$ cat config.mk
export PLATFORM = sky130hd
export DESIGN_NAME = ihac_back
export DESIGN_NICKNAME = d
export VERILOG_FILES = /design/src/sv/ihac_pkg.sv /design/src/sv/ihac_back.sv
export SDC_FILE = /design/constraint.sdc
export NUM_CORES = 1
export LEC_CHECK = 0
export BUFFER_PORTS_ARGS = -buffer_cell sky130_fd_sc_hd__buf_2
export CELL_PAD_IN_SITES_DETAIL_PLACEMENT = 0
export CELL_PAD_IN_SITES_GLOBAL_PLACEMENT = 2
export CORE_ASPECT_RATIO = 0.8
export CORE_MARGIN = 1
export CORE_UTILIZATION = 38
export CTS_CLUSTER_DIAMETER = 60
export DETAILED_ROUTE_END_ITERATION = 7
export PLACE_DENSITY_LB_ADDON = 0.15
export SLEW_MARGIN = 20
export SYNTH_ARGS = -nofsm -noshare
export SYNTH_HDL_FRONTEND = slang
export SYNTH_SLANG_ARGS = --single-unit
$ cat constraint.sdc
create_clock -name clk -period 13.4 [get_ports clk]
set_input_delay 2.01 -clock clk [delete_from_list [all_inputs] [get_ports clk]]
set_output_delay 2.01 -clock clk [all_outputs]
set_load 0.02 [all_outputs]
$ cat src/sv/ihac_pkg.sv
// shared types, constants and codes for the image header adler-32 checker
// no dependencies; every other file imports this package
package ihac_pkg;

  // header layout
  localparam int HEADER_BYTES = 16;
  localparam int COUNT_W      = 5;

  // adler-32
  localparam logic [16:0] ADLER_MOD = 17'd65521;

  // configuration registers
  localparam int CFG_W = 32;
  localparam logic [31:0] MARKER_RESET   = 32'h5354_5259;
  localparam logic [31:0] REVISION_RESET = 32'h0000_0000;

  typedef enum logic [0:0] {
    CFG_EXPECTED_MARKER    = 1'b0,
    CFG_INSTALLED_REVISION = 1'b1
  } cfg_index_t;

  // result status codes
  typedef enum logic [2:0] {
    STATUS_OK           = 3'd0,
    STATUS_SUM_MISMATCH = 3'd1,
    STATUS_OLD_VERSION  = 3'd2,
    STATUS_BAD_MARKER   = 3'd3,
    STATUS_TOO_SHORT    = 3'd4
  } status_t;

  // what a byte is, by its place in the image
  typedef enum logic [2:0] {
    KIND_MARKER  = 3'd0,
    KIND_SIZE    = 3'd1,
    KIND_VERSION = 3'd2,
    KIND_CHECK   = 3'd3,
    KIND_PAYLOAD = 3'd4
  } byte_kind_t;

  // input item
  typedef struct packed {
    logic [7:0] data_byte;
    logic       last_byte;
  } item_t;

  // result item
  typedef struct packed {
    logic [2:0]  status;
    logic [31:0] computed_sum;
  } result_t;

  // classified item between front and back
  typedef struct packed {
    byte_kind_t kind;
    logic [1:0] lane;
    logic [7:0] data_byte;
    logic       last_byte;
    logic       short_image;
  } tagged_t;

endpackage

$ cat src/sv/ihac_back.sv
// back part: captures header words, runs adler-32 over the payload and
// builds the status on the last byte; uses ihac_pkg
module ihac_back (
  input  logic                 clk,
  input  logic                 rst,
  input  logic                 tag_valid,
  output logic                 tag_take,
  input  ihac_pkg::tagged_t    tag,
  input  logic [31:0]          expected_marker,
  input  logic [31:0]          installed_revision,
  input  logic                 res_full,
  output logic                 res_push,
  output ihac_pkg::result_t    res
);
  import ihac_pkg::*;

  logic [31:0] header_marker;
  logic [31:0] header_version;
  logic [31:0] header_sum;
  logic [15:0] sum_low;
  logic [15:0] sum_high;

  logic [31:0] header_marker_next;
  logic [31:0] header_version_next;
  logic [31:0] header_sum_next;
  logic [15:0] sum_low_next;
  logic [15:0] sum_high_next;
  logic [16:0] low_raw;
  logic [16:0] high_raw;
  logic [16:0] low_red;
  logic [31:0] sum_word;
  logic        step;

  assign tag_take = tag_valid && !res_full;
  assign step     = tag_take;

  // header word capture, one byte lane at a time
  always_comb begin
    header_marker_next  = header_marker;
    header_version_next = header_version;
    header_sum_next     = header_sum;
    case (tag.kind)
      KIND_MARKER:  header_marker_next[{tag.lane, 3'b000} +: 8]  = tag.data_byte;
      KIND_VERSION: header_version_next[{tag.lane, 3'b000} +: 8] = tag.data_byte;
      KIND_CHECK:   header_sum_next[{tag.lane, 3'b000} +: 8]     = tag.data_byte;
      default: ;
    endcase
  end

  // adler-32 step, both sums reduced by one conditional subtract
  always_comb begin
    low_raw = {1'b0, sum_low} + {9'd0, tag.data_byte};
    low_red = (low_raw >= ADLER_MOD) ? (low_raw - ADLER_MOD) : low_raw;
    high_raw = {1'b0, sum_high} + low_red;
    if (tag.kind == KIND_PAYLOAD) begin
      sum_low_next  = low_red[15:0];
      sum_high_next = (high_raw >= ADLER_MOD) ? 16'(high_raw - ADLER_MOD)
                                              : high_raw[15:0];
    end else begin
      sum_low_next  = sum_low;
      sum_high_next = sum_high;
    end
    sum_word = {sum_high_next, sum_low_next};
  end

  // status, first failing check wins
  always_comb begin
    res.computed_sum = sum_word;
    if (tag.short_image) begin
      res.status = STATUS_TOO_SHORT;
    end else if (header_marker_next != expected_marker) begin
      res.status = STATUS_BAD_MARKER;
    end else if (!(header_version_next > installed_revision)) begin
      res.status = STATUS_OLD_VERSION;
    end else if (header_sum_next != sum_word) begin
      res.status = STATUS_SUM_MISMATCH;
    end else begin
      res.status = STATUS_OK;
    end
  end

  assign res_push = step && tag.last_byte;

  // image state, restarted after the last byte
  always_ff @(posedge clk) begin
    if (rst) begin
      header_marker  <= '0;
      header_version <= '0;
      header_sum     <= '0;
      sum_low        <= 16'd1;
      sum_high       <= 16'd0;
    end else if (step) begin
      if (tag.last_byte) begin
        header_marker  <= '0;
        header_version <= '0;
        header_sum     <= '0;
        sum_low        <= 16'd1;
        sum_high       <= 16'd0;
      end else begin
        header_marker  <= header_marker_next;
        header_version <= header_version_next;
        header_sum     <= header_sum_next;
        sum_low        <= sum_low_next;
        sum_high       <= sum_high_next;
      end
    end
  end

endmodule

# ---- After elaboration in Yosys (flattened, before gate mapping)
# Index checks and enable logic that the tools add are counted.
# Widths: inputs -> output; s select.
dict set report totals {
  reg_bits 128
  inputBits 83
  output_inout_bits 37
}
dict set report op_classes {
  n_addsub 5
  order_cmp 3
  n_eq_ne 5
  n_shift 2
  mux 19
  reduce_logical 4
}
# op n
set op_table {}
lappend op_table {{$mux 32} 6}
lappend op_table {{$bwmux 32} 3}
lappend op_table {{$mux 16} 5}
lappend op_table {{$ne 32x32->1} 2}
lappend op_table {{$ge 17x16->1 const B} 2}
lappend op_table {{$gt 32x32->1} 1}
lappend op_table {{$shift 8x7->32 const A} 1}
lappend op_table {{$shiftx 8x7->32} 1}
lappend op_table {{$add 16x17->17} 1}
lappend op_table {{$add 16x8->17} 1}
lappend op_table {{$mux 17} 1}
lappend op_table {{$sub 17x16->17 const B} 1}
lappend op_table {{$sub 16x16->16 const B} 1}
lappend op_table {{$neg 5->7} 1}
lappend op_table {{$eq 3x2->1 const B} 2}
lappend op_table {{$mux 2} 2}
lappend op_table {{$eq 3x3->1 const B} 1}
lappend op_table {{$logic_not 3->1} 1}
lappend op_table {{$mux 3} 1}
lappend op_table {{$logic_and 1x1->1} 2}
lappend op_table {{$logic_not 1->1} 1}
lappend op_table {{$mux 1} 1}

# ---- Logic depth before layout (Yosys ltp)
dict set report logic_depth {
  depth_word 12
  ltp_mapped 28
  depth_no_buf 25
}

# ---- Worst setup path before layout
# Ideal clock, no wire load.
dict set report synth_path {
  kind {in2out}
  startpoint {input tag[2] (netlist name)}
  endpoint {output res[32] (netlist name)}
  arrival_ns 8.463
  required_time_ns 11.390
  path_slack_ns 2.927
  stages 26
  path_buffers 1
  path_cell_list {ha_1 > fa_1 > a211oi_2 > nor2_1 > xor2_1 > o31ai_1 > nor3_1 > a21oi_2 > buf_2 > xnor2_1 > ha_1 > inv_1 > fa_1 > nand3b_1 > a21oi_1 > o2111ai_1 > nor4b_1 > a311oi_2 > nand4_4 > nor4_4 > nor3_1 > o31ai_1 > xnor2_1 > nand4_1 > nor4_1 > a311oi_1}
}
# element line
set synth_lines {}
lappend synth_lines {{start, declared} ihac_back.sv:8} ;# input ihac_pkg::tagged_t tag,
lappend synth_lines {{end, declared} ihac_back.sv:13} ;# output ihac_pkg::result_t res

==> run summary <==
register area share after synthesis: 23.3%
Worst Setup End Kind: output port
largest net degree at the start of global routing: 71
CP max stage cell: or4_1
reg2reg start: sum_low[0]
Critical Path Fanout Max: 14
number of global-route vias before repair: 9,969
status: finished with violations
min Tclk post-route: 11,850 ps
Power Dens Cells: 80.3 nW/um^2
Yosys top cell area share: 23.3%
Clk pin slew, worst setup/hold paths: 60 ps
main combinational cell family by area after synthesis: compound AO/OA/AOI/OAI gates
Mapped Area: 11,000 um^2
first-pass GRT wire length: 60,800 um
buffers added on ports: 119
initial antenna violation count: 0
Pins Over Slew Limit: 0
core outline area: 28,400 um^2
worst r2r dst: sum_high[10]
share of cells above drive strength 1: 14.8%
crit path DAT: 9840 ps
nets: 1,642
# DRC: 13
# setup viols final: 0
Post-Syn Nets: 1,576
Starting Density: 38.8%
GPL Wtd Cong: 0.904
worst-skew pair later-pin latency: 430 ps
post-synthesis share of cell area spent on xor and xnor gates: 8.60%
Synth area leaders: dfxtp_1 (23%), a22oi_1 (7.8%), ha_1 (7.5%)
# IOs: 120
distinct cell type count after synthesis: 96
1st-pass router iterations: 7
area grow syn2layout: 12.9%
post-route setup TNS: 0 ps
max_slew headroom: 28.1%
htree depth: 4
YS warnings: 0
failing checks: DRC
Rows: 55
Worst VDD drop: 95.1 uV
Internal: 0.706 mW
multi-input logic area: 7890 um^2
R2R depth: 25
Switching Share: 29.3%
Avg WL per Cell: 21.4 um
quantity of gates resized following cts: 0
CTS Buf Count: 17
Detail Placement HPWL: 30,800 um
critical path class: in2out
die width: 192 um
Worst Hold Path EP: header_marker[23]
Synth Area in Simple Gates: 24.3%
Hold Fails Final Rpt: 0
drt initial violations: 915
setup bufs post-CTS: 0
switching pwr: 0.292 mW
worst hold stages: 2
Final ANT Viol Nets: 0
Die Ht: 154 um
Min-Delay Startpoint: header_marker[23]
maxcap violations: 0
Period Utilization, post-route: 88.4%
Async SR Flop Fraction: 0%
commonest non-fill, non-tap cell in the layout: nor2_1
Via density: 5.83
Die ar.: 29,700 um^2
mux share of post-synthesis cell area: 4.94%
clock sink total: 128
R2R setup slack: 5880 ps
Worst-Margin Slew: 1060 ps
clock power share: 46.2%
Compound-Gate Fraction of Synth Area: 25.8%
diode count: 0
Synth Area in Adders: 7.86%
Final Skew: 10.0 ps
count of hold-fix buffers inserted at cts: 0
CTS tree: done
placed cell area: 11,900 um^2
startpoint types: input port
fillers: 2,964
Gate Count Post-Synth: 1,425
EDFF count, synth: 0
Leak Pwr: 4.95 nW
flops & latches, synth: 128
most frequent cells in the layout: nor2_1 (193), nand2_1 (128), dfxtp_1 (128)
min-delay worst type: reg2reg
Max Freq: 84.4 MHz
combinational power share: 15.6%
total via count after detailed routing: 10,900
RSZ-0062 raised after global routing: no
Register Area: 2560 um^2
Most used DFF post-synth: dfxtp_1
cell taking the most area after synthesis: dfxtp_1
Root Buffer: clkbuf_16
Seq pwr share: 38.3%
Crit path required time: 11,390 ps
Total Wirelength: 40,200 um
grt ovf: 0
final instance area: 12,400 um^2
syn_area_per_cell: 7.73 um^2
Worst path max stage delay: 540 ps
Tot GR Track Use: 27.1%
maximum clock insertion buffer count: 2
-- logic make-up (layout without fill, tap and decap cells) --
group,count (synthesis),after routing
simple gates,517,517
compound gates,407,407
buf+inv,148,227
flops,128,128
xor+xnor,104,104
fa+ha+maj,68,68
mux,53,53
-- power groups by stage --
stage	sequential [mW]	combinational [mW]	clock (mW)
3_3_place_gp	0.391	0.154	0
6_report	0.382	0.155	0.461
2_1_floorplan	0.390	0.0981	0
5_1_grt	0.382	0.168	0.486
4_1_cts	0.382	0.154	0.469
3_5_place_dp	0.390	0.153	0
-- sequential cells by signal (all words and copies together), names as in the netlist --
| name | count |
|---|---|
| sum_high | 16 |
| header_marker | 32 |
| header_version | 32 |
| sum_low | 16 |
| header_sum | 32 |
-- worst max-delay path: cells and delay by family --
| family | cells | cell delay [ps] |
|---|---|---|
| buffers and inverters | 3 | 410 |
| adder cells (fa/ha/maj) | 4 | 1320 |
| AO/OA/AOI/OAI | 10 | 2860 |
| AND/OR/NAND/NOR | 8 | 2570 |
| XOR/XNOR | 2 | 650 |
-- stage by stage --
stage	total power, mW	setup WS (ps)	util [%]	std cells	hold WS, ps
6_report	0.999	1550	43.8	1874	494
3_5_place_dp	0.544	1660	41.7	1842	472
2_1_floorplan	0.488	2930	-	1425	454
3_3_place_gp	0.544	1890	41.7	1842	467
5_1_grt	1.04	936	43.8	1874	525
4_1_cts	1.00	1640	43.8	1874	489
-- how the worst max path moves through the flow --
stage / start / end / slack (ps)
after global placement: tag[2] / res[32] / 1890
final: tag[2] / res[32] / 1550
after detailed placement: tag[2] / res[32] / 1660
after floorplan: tag[2] / res[32] / 2930
after CTS: tag[2] / res[32] / 1640
after global routing: tag[2] / res[32] / 940
-- cells in the mapped netlist, types with 12 or more instances --
master and n:
mux2i_1 42, a21oi_1 54, nand2_1 129, nor2_1 194
and2_1 18, nor4bb_1 15, buf_2 13, xor2_1 26
ha_1 66, nor3_1 13, o21a_1 12, a21o_1 20
clkbuf_1 70, o21ai_0 84, nand3_1 19, xnor2_1 74
nor2b_1 18, dfxtp_1 128, inv_1 59, a22oi_1 115
o21ai_1 16
-- layout make-up --
type                    instances  area share (%)
multi-input cells            1149            63.5
flip-flops and latches        128            20.6
repair buffers                136            5.84
clock buffers                  23            3.92
well taps                     370            3.72
inverters                      59            1.78
clock inverters                 9           0.664
-- layer usage --
| layer | up-vias | GRT usage [%] | routed length (um) |
|---|---|---|---|
| li1 | 5312 | - | - |
| met1 | 5251 | 41.6 | 20600 |
| met2 | 345 | 39.0 | 16600 |
| met3 | 25 | 5.36 | 2570 |
| met4 | 0 | 3.97 | 351 |
| met5 | - | 0 | 0 |
No activity file was read; power rests on OpenSTA's default activity.
